--- src/sv/assert_macros.svh ---
// assertion macros shared by the parser rtl
// expects clk_i and rst_ni in the scope of every use
`ifndef ASSERT_MACROS_SVH
`define ASSERT_MACROS_SVH

// condition that must hold on every clock edge out of reset
`define ASSERT_ALWAYS(lbl, cond, msg) \
  lbl: assert property (@(posedge clk_i) disable iff (!rst_ni) (cond)) \
    else $error(msg);

// same-cycle implication
`define ASSERT_IMPLIES(lbl, ante, cons, msg) \
  lbl: assert property (@(posedge clk_i) disable iff (!rst_ni) (ante) |-> (cons)) \
    else $error(msg);

// implication checked on the following edge
`define ASSERT_NEXT(lbl, ante, cons, msg) \
  lbl: assert property (@(posedge clk_i) disable iff (!rst_ni) (ante) |=> (cons)) \
    else $error(msg);

`endif

--- src/sv/ipv4dp_pkg.sv ---
// types and constants for the ipv4 dotted-decimal parser
// no dependencies
package ipv4dp_pkg;

  localparam int unsigned OctetW = 8;
  localparam int unsigned AddrW  = 32;
  localparam int unsigned PhaseW = 2;

  // parse phase codes; code 3 behaves as trailing whitespace
  localparam logic [PhaseW-1:0] PH_LEAD  = 2'd0;
  localparam logic [PhaseW-1:0] PH_TEXT  = 2'd1;
  localparam logic [PhaseW-1:0] PH_TRAIL = 2'd2;

  localparam logic [OctetW-1:0] CHR_DOT   = 8'h2E;
  localparam logic [OctetW-1:0] CHR_ZERO  = 8'h30;
  localparam logic [OctetW-1:0] CHR_NINE  = 8'h39;
  localparam logic [OctetW-1:0] CHR_SPACE = 8'h20;
  localparam logic [OctetW-1:0] CHR_TAB   = 8'h09;
  localparam logic [OctetW-1:0] CHR_CR    = 8'h0D;

  localparam logic [AddrW-1:0] OCTET_MAX = 32'd255;

  typedef struct packed {
    logic [PhaseW-1:0] phase;
    logic [AddrW-1:0]  acc;
    logic [AddrW-1:0]  addr;
    logic              dot;
    logic              err;
  } parse_state_t;

  typedef struct packed {
    logic [AddrW-1:0] address;
    logic             parse_error;
  } parse_result_t;

  localparam parse_state_t PARSE_RESET = '{
    phase: PH_LEAD,
    acc:   '0,
    addr:  '0,
    dot:   1'b0,
    err:   1'b0
  };

endpackage

--- src/sv/ipv4dp_if.sv ---
// valid/ready channel interfaces for the parser text input and address output
// depends on ipv4dp_pkg
interface ipv4dp_text_if;
  logic                       valid;
  logic                       ready;
  logic [ipv4dp_pkg::OctetW-1:0] text_byte;
  logic                       byte_present;
  logic                       end_of_text;

  modport source (output valid, output text_byte, output byte_present,
                  output end_of_text, input ready);
  modport sink (input valid, input text_byte, input byte_present,
                input end_of_text, output ready);
endinterface

interface ipv4dp_addr_if;
  logic                         valid;
  logic                         ready;
  logic [ipv4dp_pkg::AddrW-1:0] address;
  logic                         parse_error;

  modport source (output valid, output address, output parse_error, input ready);
  modport sink (input valid, input address, input parse_error, output ready);
endinterface

--- src/sv/ipv4dp_step.sv ---
// per-character update of the parser state and the end-of-string result
// depends on ipv4dp_pkg
module ipv4dp_step (
  input  ipv4dp_pkg::parse_state_t         state_i,
  input  logic [ipv4dp_pkg::OctetW-1:0]    text_byte_i,
  input  logic                             byte_present_i,
  input  logic                             end_of_text_i,
  output ipv4dp_pkg::parse_state_t         state_o,
  output ipv4dp_pkg::parse_result_t        result_o
);
  import ipv4dp_pkg::*;

  localparam int unsigned WideW = AddrW + 4;

  logic               is_blank;
  logic               is_digit;
  logic               is_dot;
  logic [WideW-1:0]   times_ten;
  logic [WideW-1:0]   digit_val;
  parse_state_t       nxt;

  assign is_blank = (text_byte_i == CHR_SPACE) ||
                    ((text_byte_i >= CHR_TAB) && (text_byte_i <= CHR_CR));
  assign is_digit = (text_byte_i >= CHR_ZERO) && (text_byte_i <= CHR_NINE);
  assign is_dot   = (text_byte_i == CHR_DOT);

  // acc * 10 as two shifted adds, 4 spare bits catch overflow past 32 bits
  assign times_ten = {1'b0, state_i.acc, 3'b000} + {3'b000, state_i.acc, 1'b0};
  assign digit_val = times_ten + {{(WideW-4){1'b0}}, text_byte_i[3:0]};

  always_comb begin
    nxt = state_i;
    if (byte_present_i && !state_i.err) begin
      if (is_blank) begin
        if (state_i.phase == PH_TEXT) begin
          nxt.phase = PH_TRAIL;
        end
      end else begin
        if (state_i.phase == PH_LEAD) begin
          nxt.phase = PH_TEXT;
        end
        if (nxt.phase == PH_TEXT) begin
          if (is_digit) begin
            if ((digit_val[WideW-1:AddrW] != 4'd0) ||
                (state_i.dot && (digit_val > {4'd0, OCTET_MAX}))) begin
              nxt.err = 1'b1;
            end else begin
              nxt.acc = digit_val[AddrW-1:0];
            end
          end else if (is_dot) begin
            if (state_i.acc > OCTET_MAX) begin
              nxt.err = 1'b1;
            end else begin
              nxt.dot  = 1'b1;
              nxt.addr = {state_i.addr[AddrW-OctetW-1:0], state_i.acc[OctetW-1:0]};
              nxt.acc  = '0;
            end
          end else begin
            nxt.err = 1'b1;
          end
        end else begin
          // non-blank after trailing whitespace
          nxt.err = 1'b1;
        end
      end
    end
  end

  always_comb begin
    result_o.parse_error = nxt.err || (nxt.phase == PH_LEAD);
    if (result_o.parse_error) begin
      result_o.address = '0;
    end else begin
      result_o.address = {nxt.addr[AddrW-OctetW-1:0], {OctetW{1'b0}}} | nxt.acc;
    end
  end

  assign state_o = end_of_text_i ? PARSE_RESET : nxt;

endmodule

--- src/sv/ipv4_dotted_decimal_parser_unit.sv ---
// channel      dir  payload                                   transfer when
// text_i       in   text_byte[7:0] byte_present end_of_text   valid && ready
// addr_o       out  address[31:0] parse_error                 valid && ready
//
// one character per cycle sustained, barring a stalled result; an item is
// held in the input register, then the parse state and result register
// update together. a result appears on addr_o once its end_of_text item
// leaves the input register; the next string can stream in while it waits.
// reset (rst_ni low, asynchronous) empties both registers and returns the
// parse state to leading whitespace. a stalled result only holds back an
// end_of_text item; plain characters keep flowing.
// depends on ipv4dp_pkg, ipv4dp_if, ipv4dp_step, assert_macros.svh
module ipv4_dotted_decimal_parser_unit (
  input  logic          clk_i,
  input  logic          rst_ni,
  ipv4dp_text_if.sink   text_i,
  ipv4dp_addr_if.source addr_o
);
  import ipv4dp_pkg::*;
  `include "assert_macros.svh"

  logic                s1_valid_q, s1_valid_d;
  logic [OctetW-1:0]   s1_byte_q;
  logic                s1_present_q;
  logic                s1_eot_q;
  logic                in_fire;
  logic                s1_fire;
  logic                out_free;

  parse_state_t        state_q, state_d;
  parse_state_t        step_state;
  parse_result_t       step_result;

  logic                out_valid_q, out_valid_d;
  parse_result_t       out_q;

  assign out_free = !out_valid_q || addr_o.ready;
  assign s1_fire  = s1_valid_q && (!s1_eot_q || out_free);
  assign text_i.ready = !s1_valid_q || s1_fire;
  assign in_fire  = text_i.valid && text_i.ready;

  always_comb begin
    s1_valid_d = s1_valid_q;
    if (in_fire) begin
      s1_valid_d = 1'b1;
    end else if (s1_fire) begin
      s1_valid_d = 1'b0;
    end
  end

  always_ff @(posedge clk_i or negedge rst_ni) begin
    if (!rst_ni) begin
      s1_valid_q <= 1'b0;
    end else begin
      s1_valid_q <= s1_valid_d;
    end
  end

  always_ff @(posedge clk_i) begin
    if (in_fire) begin
      s1_byte_q    <= text_i.text_byte;
      s1_present_q <= text_i.byte_present;
      s1_eot_q     <= text_i.end_of_text;
    end
  end

  ipv4dp_step u_step (
    .state_i        (state_q),
    .text_byte_i    (s1_byte_q),
    .byte_present_i (s1_present_q),
    .end_of_text_i  (s1_eot_q),
    .state_o        (step_state),
    .result_o       (step_result)
  );

  assign state_d = s1_fire ? step_state : state_q;

  always_ff @(posedge clk_i or negedge rst_ni) begin
    if (!rst_ni) begin
      state_q <= PARSE_RESET;
    end else begin
      state_q <= state_d;
    end
  end

  always_comb begin
    out_valid_d = out_valid_q;
    if (s1_fire && s1_eot_q) begin
      out_valid_d = 1'b1;
    end else if (addr_o.ready) begin
      out_valid_d = 1'b0;
    end
  end

  always_ff @(posedge clk_i or negedge rst_ni) begin
    if (!rst_ni) begin
      out_valid_q <= 1'b0;
    end else begin
      out_valid_q <= out_valid_d;
    end
  end

  always_ff @(posedge clk_i) begin
    if (s1_fire && s1_eot_q) begin
      out_q <= step_result;
    end
  end

  assign addr_o.valid       = out_valid_q;
  assign addr_o.address     = out_q.address;
  assign addr_o.parse_error = out_q.parse_error;

  // rejected strings carry a zero address
  `ASSERT_IMPLIES(a_err_zero_addr, out_valid_q && out_q.parse_error,
                  out_q.address == '0, "error result with non-zero address")
  // the end of a string always leaves a clean parse state
  `ASSERT_NEXT(a_eot_clears, s1_fire && s1_eot_q,
               state_q == PARSE_RESET, "parse state not cleared after string end")
  // a result only appears after an end_of_text item leaves the input register
  `ASSERT_IMPLIES(a_out_from_eot, $rose(out_valid_q),
                  $past(s1_fire && s1_eot_q), "result without end of string")
  // after a dot the running octet never exceeds 255
  `ASSERT_ALWAYS(a_octet_bound, !state_q.dot || (state_q.acc <= OCTET_MAX),
                 "octet above 255 after a dot")

endmodule

--- src/flat_wrapper.sv ---
// flat-port wrapper written by rule: the top's interface ports become plain ports
module ipv4_dotted_decimal_parser_unit_flat import ipv4dp_pkg::*;
  (clk_i, rst_ni, text_i_valid, text_i_text_byte, text_i_byte_present, text_i_end_of_text, text_i_ready, addr_o_valid, addr_o_address, addr_o_parse_error, addr_o_ready);
  ipv4dp_text_if text_i_i ();
  ipv4dp_addr_if addr_o_i ();
  input  logic clk_i;
  input  logic rst_ni;
  input wire logic [$bits(text_i_i.valid)-1:0] text_i_valid;
  input wire logic [$bits(text_i_i.text_byte)-1:0] text_i_text_byte;
  input wire logic [$bits(text_i_i.byte_present)-1:0] text_i_byte_present;
  input wire logic [$bits(text_i_i.end_of_text)-1:0] text_i_end_of_text;
  output wire logic [$bits(text_i_i.ready)-1:0] text_i_ready;
  output wire logic [$bits(addr_o_i.valid)-1:0] addr_o_valid;
  output wire logic [$bits(addr_o_i.address)-1:0] addr_o_address;
  output wire logic [$bits(addr_o_i.parse_error)-1:0] addr_o_parse_error;
  input wire logic [$bits(addr_o_i.ready)-1:0] addr_o_ready;
  assign text_i_i.valid = text_i_valid;
  assign text_i_i.text_byte = text_i_text_byte;
  assign text_i_i.byte_present = text_i_byte_present;
  assign text_i_i.end_of_text = text_i_end_of_text;
  assign text_i_ready = text_i_i.ready;
  assign addr_o_valid = addr_o_i.valid;
  assign addr_o_address = addr_o_i.address;
  assign addr_o_parse_error = addr_o_i.parse_error;
  assign addr_o_i.ready = addr_o_ready;
  ipv4_dotted_decimal_parser_unit u_core (.clk_i(clk_i), .rst_ni(rst_ni), .text_i(text_i_i), .addr_o(addr_o_i));
endmodule
--- config.mk ---
export PLATFORM = sky130hd
export DESIGN_NAME = ipv4_dotted_decimal_parser_unit_flat
export DESIGN_NICKNAME = d
export VERILOG_FILES = /design/src/sv/ipv4dp_pkg.sv /design/src/sv/ipv4dp_if.sv /design/src/sv/ipv4dp_step.sv /design/src/sv/ipv4_dotted_decimal_parser_unit.sv /design/src/flat_wrapper.sv
export VERILOG_INCLUDE_DIRS = /design/src /design/src/sv
export SDC_FILE = /design/constraint.sdc
export NUM_CORES = 1
export LEC_CHECK = 0
export BUFFER_PORTS_ARGS = -buffer_cell sky130_fd_sc_hd__buf_2
export CORE_AREA = 5 5 140 142
export CTS_BUF_LIST = sky130_fd_sc_hd__clkbuf_4
export CTS_CLUSTER_DIAMETER = 30
export CTS_CLUSTER_SIZE = 10
export DETAILED_ROUTE_END_ITERATION = 10
export DIE_AREA = 0 0 145 147
export GPL_TIMING_DRIVEN = 0
export PLACE_DENSITY_LB_ADDON = 0.05
export RECOVER_POWER = 100
export REMOVE_ABC_BUFFERS = 1
export SKIP_CTS_REPAIR_TIMING = 1
export SLEW_MARGIN = 20
export SYNTH_ARGS = -nofsm -noshare
export SYNTH_HDL_FRONTEND = slang
export SYNTH_SLANG_ARGS = --single-unit
--- constraint.sdc ---
create_clock -name clk_i -period 4.1 [get_ports clk_i]
set_clock_uncertainty 0.1 [all_clocks]
set_input_delay 0 -clock clk_i [delete_from_list [all_inputs] [get_ports clk_i]]
set_output_delay 0 -clock clk_i [all_outputs]
set_load 0.03 [all_outputs]
# ---- After elaboration in Yosys (flattened, before gate mapping)
# Cells that the tools add are included.
dict set report word_totals {
  reg_bits 105
  inputBits 14
  out_inout_bits 35
  wordCells 77
}
dict set report op_classes {
  addsub 2
  n_lt_le_gt_ge 6
  eq_ne 7
  muxes 23
  bitwise 1
  n_reduce_logical 26
}
# op count
set op_table {}
lappend op_table {{65-bit two-way mux} 3}
lappend op_table {{68-bit two-way mux} 2}
lappend op_table {{66-bit two-way mux} 1}
lappend op_table {{32-bit two-way mux} 2}
lappend op_table {{35-bit by 33-bit adder with 36-bit output} 1}
lappend op_table {{36-bit by 4-bit adder with 36-bit output} 1}
lappend op_table {{36-bit by 8-bit greater-than comparator with 1-bit output (second input constant)} 1}
lappend op_table {{33-bit two-way mux} 1}
lappend op_table {{32-bit by 8-bit greater-than comparator with 1-bit output (second input constant)} 1}
lappend op_table {{32-bit OR} 1}
lappend op_table {{8-bit by 6-bit equality test with 1-bit output (second input constant)} 2}
lappend op_table {{2-bit two-way mux} 5}
lappend op_table {{2-bit nonzero test} 5}
lappend op_table {{1-bit two-way mux} 9}
lappend op_table {{8-bit by 4-bit greater-or-equal comparator with 1-bit output (second input constant)} 1}
lappend op_table {{8-bit by 6-bit greater-or-equal comparator with 1-bit output (second input constant)} 1}
lappend op_table {{8-bit by 4-bit less-or-equal comparator with 1-bit output (second input constant)} 1}
lappend op_table {{8-bit by 6-bit less-or-equal comparator with 1-bit output (second input constant)} 1}
lappend op_table {{1-bit logical AND} 7}
lappend op_table {{7-bit AND reduction} 1}
lappend op_table {{1-bit logical OR} 6}
lappend op_table {{2-bit by 1-bit != test with 1-bit output (second input constant)} 3}
lappend op_table {{2-bit by 1-bit equality test with 1-bit output (second input constant)} 2}
lappend op_table {{1-bit zero test} 4}
lappend op_table {{other kinds (2)} 3}

# ---- Logic depth before layout (Yosys ltp)
dict set report logic_depth {
  ltp_word 12
  mapped_depth 17
  ltp_nobuf 15
}

# ---- Modules after synthesis
# A second synthesis with hierarchy kept.
dict set report unflattened {
  cells_unflattened 1041
  area_unflattened_um2 9206.3
}
# mod instances cells_each area_per_inst_um2 seq_area_each_um2
set modules_own_cells {}
lappend modules_own_cells {ipv4_dotted_decimal_parser_unit 1 440 5226.3 3042.9}
lappend modules_own_cells {ipv4dp_step 1 601 3980.1 0.0}

# ---- Worst setup path before layout
# Ideal clock, no wire load.
dict set report synth_timing {
  path_kind {register -> register}
  from {reg u_core.state_q[34] in the netlist's numbering}
  to {reg u_core.out_q (netlist bit u_core.addr_o.address[10]), data pin}
  setup_time_ns 0.270
  arrival_ns 3.921
  required_ns 3.730
  setup_slack_ns -0.191
  stages_incl_launch_ff 16
  path_buffers 1
  synth_period_minus_slack_ns 4.291
  cell_sequence {dfrtp_1 -> inv_1 -> fa_1 -> fa_1 -> nand2b_1 -> a21oi_1 -> nor2_1 -> xnor2_1 -> a311o_1 -> nor4_1 -> nand4b_1 -> o41ai_4 -> nand3_4 -> buf_2 -> mux2i_1 -> a21oi_1}
}
dict set report synth_via {
  elab_chain_len 11
  elab_cells_between_ends 22
  classes_between {add/sub (2); order compare (2); mux (13); bitwise (1); reduce/logical (4)}
}
# element line
set synth_rtl {}
lappend synth_rtl {{start: declaration} ipv4_dotted_decimal_parser_unit.sv:30} ;# parse_state_t state_q, state_d;
lappend synth_rtl {{start signal: assignment} ipv4_dotted_decimal_parser_unit.sv:82} ;# state_q <= state_d;
lappend synth_rtl {{35-bit by 33-bit adder with 36-bit output} ipv4dp_step.sv:28} ;# assign times_ten = {1'b0, state_i.acc, 3'b000} + {3'b000, state_i.acc, 1'b0};
lappend synth_rtl {{36-bit by 4-bit adder with 36-bit output} ipv4dp_step.sv:29} ;# assign digit_val = times_ten + {{(WideW-4){1'b0}}, text_byte_i[3:0]};
lappend synth_rtl {{36-bit by 8-bit greater-than comparator with 1-bit output} ipv4dp_step.sv:45} ;# (state_i.dot && (digit_val > {4'd0, OCTET_MAX}))) begin
lappend synth_rtl {{1-bit logical AND} ipv4dp_step.sv:45}
lappend synth_rtl {{1-bit logical OR} ipv4dp_step.sv:44} ;# if ((digit_val[WideW-1:AddrW] != 4'd0) ||
lappend synth_rtl {{32-bit two-way mux / 1-bit two-way mux (equally long branches)} ipv4dp_step.sv:44}
lappend synth_rtl {{32-bit two-way mux / 1-bit two-way mux (equally long branches)} ipv4dp_step.sv:43} ;# if (is_digit) begin
lappend synth_rtl {{65-bit two-way mux / 1-bit two-way mux (equally long branches)} ipv4dp_step.sv:42} ;# if (nxt.phase == PH_TEXT) begin
lappend synth_rtl {{66-bit two-way mux (*)} ipv4dp_step.sv:34} ;# if (is_blank) begin
lappend synth_rtl {{68-bit two-way mux (*)} ipv4dp_step.sv:33} ;# if (byte_present_i && !state_i.err) begin
lappend synth_rtl {{32-bit OR / 1-bit logical OR (equally long branches)} {ipv4dp_step.sv:74, ipv4dp_step.sv:70}}
lappend synth_rtl {{end signal: assignment} ipv4_dotted_decimal_parser_unit.sv:105} ;# out_q <= step_result;
lappend synth_rtl {{end: declaration} ipv4_dotted_decimal_parser_unit.sv:35} ;# parse_result_t out_q;
# Mark *: on every way between the ends. The rest lies on a longest branch, timed or not. The select of a mux whose other input is x is not followed.
# A chain may end at the register's enable or synchronous reset.

# ---- Final worst setup path
dict set report layout_timing {
  from {reg u_core.state_q[36] in the netlist's numbering}
  to {reg u_core.out_q (netlist bit u_core.addr_o.address[8]), data pin}
}
# The elaborated chain is that of the path after synthesis.

==> flow_metrics.tcl <==
set metrics [dict create \
    die_area_mm2 0.0213 \
    rsz0062_at_grt "yes" \
    regToRegStartpoint "u_core.state_q[36]$_DFFE_PN0P_" \
    hold_viol 0 \
    final_common_cell "nand2_1" \
    min_from "text_i_text_byte[2]" \
    diodes 0 \
    cellLeakagePower_nw 3.75 \
    netlist_area_mm2 0.00750 \
    endpoint_kind "register" \
    place.gp.congestion 0.907 \
    p_switching_mw 0.513 \
    crit_required_ns 4.22 \
    cp_slowest_cell "fa_2" \
    async_flop_share_pct 59.0 \
    hold_end "u_core.s1_byte_q[2]$_DFFE_PP_" \
    clock_path_buffers 2 \
    synthMuxAreaShare_pct 6.19 \
    drc 0 \
    finalCritPeriodShare_pct 110 \
    vias 6820 \
    grt_max_degree 57 \
    critPathLaunchType "register" \
    synth-adder-area-share_pct 11.0 \
    die_y_um 147 \
    worstSetupPathType "register to register" \
    first_pass_iters 5 \
    place_hpwl_mm 17.1 \
    layout_common_cells "nand2_1, dfrtp_1, a21oi_1" \
    wl_per_cell_um 22.5 \
    violations "max-capacitance violations, max-slew violations, negative setup slack" \
    min_path_cells 2 \
    worst_slew_pin_slew_ns 2.62 \
    synth_edf_count 43 \
    max_stage_delay_ns 0.49 \
    grtUsageTotal_pct 21.3 \
    synth_top_family_by_area "compound AO/OA/AOI/OAI gates" \
    r2r_end "u_core.addr_o.address[8]$_SDFFCE_PP0P_" \
    critPathMaxFanout 6 \
    antenna_found_initial 0 \
    layout_min_cycle_time_ns 4.53 \
    grt_pass1_vias 6315 \
    finalWorstSetupSlack_ns -0.429 \
    start_util_pct 40.9 \
    dpl_worst_slack_ns -1.85 \
    clkSinkCount 105 \
    fmax_mhz 221 \
    ios 49 \
    cts_tree "yes" \
    clkLatencyLatePin_ns 0.46 \
    fin_nets 948 \
    outcome "finished with violations" \
    core_area_mm2 0.0183 \
    ys_dominant_reg_cell "dfrtp_1" \
    internal_power_mw 1.37 \
    synthDistinctLibCells 72 \
    areaGrowthSynthToFinish_pct 22.7 \
    min_path_type "input port to register" \
    cp_top_family "adder cells" \
    routed_wl_mm 25.0 \
    arrival_ns 4.65 \
    placed_area_mm2 0.00791 \
    reg2regPathDepth 18 \
    yosys_warnings 0 \
    fin_area_mm2 0.00920 \
    switching_share_pct 27.3 \
    p_clk_share_pct 28.4 \
    cap_violations 1 \
    ys_seq_area_share_pct 37.9 \
    slew_viol_final 46 \
    synth.avg_cell_area_um2 9.54 \
    synth-compound-area-share_pct 22.8 \
    synth-simple-area-share_pct 15.7 \
    r2r_slack_ns -0.43 \
    relSlewSlack_pct -74.9 \
    drt-initial-drc-count 497 \
    synth_xor_area_share_pct 2.57 \
    htree_levels 3 \
    grt_pass1_wl_mm 36.3 \
    clk_pin_slew_worst_paths_ns 0.15 \
    drtAntennaViolNets 0 \
    rows 50 \
    p_per_area_mw_per_mm2 204 \
    synth_seq_cells 105 \
    avgViaCountPerCell 6.16 \
    die-width_um 145 \
    p_seq_share_pct 60.7 \
    syn_inst 786 \
    setup_viol 66 \
    port_buffers 48 \
    grt_remaining_overflow 0 \
    cts-root-buf "clkbuf_4" \
    drive_gt1_share_pct 22.5 \
    cts_buffers 9 \
    path_buf_inv 5 \
    p_comb_share_pct 10.8 \
    post-route-util_pct 50.2 \
    crit_chain "inv_1 > fa_2 > fa_2 > nand2b_4 > a21oi_4 > o211ai_1 > buf_4 > nand3_1 > xor2_2 > nor4_2 > nand4b_1 > o41ai_4 > buf_6 > buf_6 > nand3_4 > buf_4 > mux2i_1 > a21oi_1" \
    vdd_ir_drop_max_uv 168 \
]
==> worst max path at each step <==
stage                                              start                                      end  cells after the start
after floorplan           u_core.state_q[34]$_DFFE_PN0P_           u_core.state_q[42]$_DFFE_PN0P_                     14
after global placement    u_core.state_q[34]$_DFFE_PN0P_  u_core.addr_o.address[13]$_SDFFCE_PP0P_                     14
after detailed placement  u_core.state_q[36]$_DFFE_PN0P_           u_core.state_q[60]$_DFFE_PN0P_                     14
after CTS                 u_core.state_q[36]$_DFFE_PN0P_           u_core.state_q[60]$_DFFE_PN0P_                     14
after global routing       u_core.s1_byte_q[3]$_DFFE_PP_   u_core.addr_o.address[9]$_SDFFCE_PP0P_                     18
final                     u_core.state_q[36]$_DFFE_PN0P_   u_core.addr_o.address[8]$_SDFFCE_PP0P_                     18
==> flip-flops by register name, summed over array words and instances, names as in the netlist <==
register                   count
u_core.s1_eot_q                1
u_core.s1_present_q            1
u_core.addr_o.valid            1
u_core.addr_o.address         32
u_core.s1_byte_q               8
u_core.state_q                60
u_core.addr_o.parse_error      1
u_core.s1_valid_q              1
==> per-layer routing <==
metal  vias to the layer above  global-route usage [%]  routed length [um]
met1                      3395                    29.0               10900
li1                       3160                       -                   -
met5                         -                       0                   0
met2                       226                    33.3               11600
met4                         0                    6.50                 685
met3                        39                    5.61                1740
==> cell type report <==
| type | count | area [um2] |
|---|---|---|
| repair buffers | 110 | 790 |
| clock buffers | 10 | 75.1 |
| flip-flops and latches | 105 | 2850 |
| multi-input cells | 619 | 5040 |
| inverters | 24 | 90.1 |
| clock inverters | 6 | 58.8 |
| fillers | 1736 | 9130 |
| well taps | 234 | 293 |
==> cells in the mapped netlist (3+ instances only) <==
master / n / area [um2]
nor3_1: 14 / 70.1
a32o_1: 11 / 110
ha_1: 63 / 788
o21ai_1: 5 / 25.0
clkbuf_1: 25 / 93.8
o21ai_0: 49 / 245
dfrtp_1: 62 / 1550
a311oi_1: 3 / 26.3
and2_1: 6 / 37.5
a21oi_1: 64 / 320
nand4_1: 17 / 106
or3_1: 3 / 18.8
mux2_2: 10 / 113
nand3b_1: 4 / 30.0
nand2_1: 88 / 330
o2bb2ai_1: 23 / 201
inv_1: 24 / 90.1
nor2_1: 39 / 146
nand2b_1: 8 / 50.1
a31oi_1: 10 / 62.6
xnor2_1: 9 / 78.8
nand3_1: 11 / 55.1
xor2_1: 13 / 114
nor2b_1: 3 / 18.8
buf_2: 15 / 75.1
a211oi_1: 3 / 22.5
nor4_1: 16 / 100
or2_0: 7 / 43.8
a21o_1: 10 / 75.1
a22oi_1: 26 / 195
o21a_1: 5 / 37.5
edfxtp_1: 43 / 1290
o211ai_1: 8 / 60.1
nand4b_1: 3 / 26.3
mux2i_1: 34 / 340
==> cells by family after synthesis <==
family / Yosys count
compound gates: 247
xor+xnor: 22
buf+inv: 67
fa+ha+maj: 65
simple gates: 235
mux: 45
flops: 105
==> through the flow <==
stage / hold WS [ns] / power, mW / TNS (ns) / instances
2_1_floorplan: -0.396 / 1.25 / -26.38 / 743
3_5_place_dp: -0.195 / 1.33 / -108.26 / 1027
6_report: 0.140 / 1.88 / -23.21 / 1108
4_1_cts: -0.716 / 1.85 / -110.88 / 1043
3_3_place_gp: 0.0776 / 1.32 / -124.49 / 1025
5_1_grt: 0.105 / 1.96 / -31.90 / 1108
==> power by group through the flow <==
stage	Combinational, mW	Clock [mW]	Sequential, mW
global route	0.219	0.596	1.14
global placement	0.157	0	1.16
detailed placement	0.168	0	1.16
floorplan	0.0631	0	1.19
finish	0.204	0.534	1.14
CTS	0.169	0.544	1.14
Power figures use the tool's default switching activity.
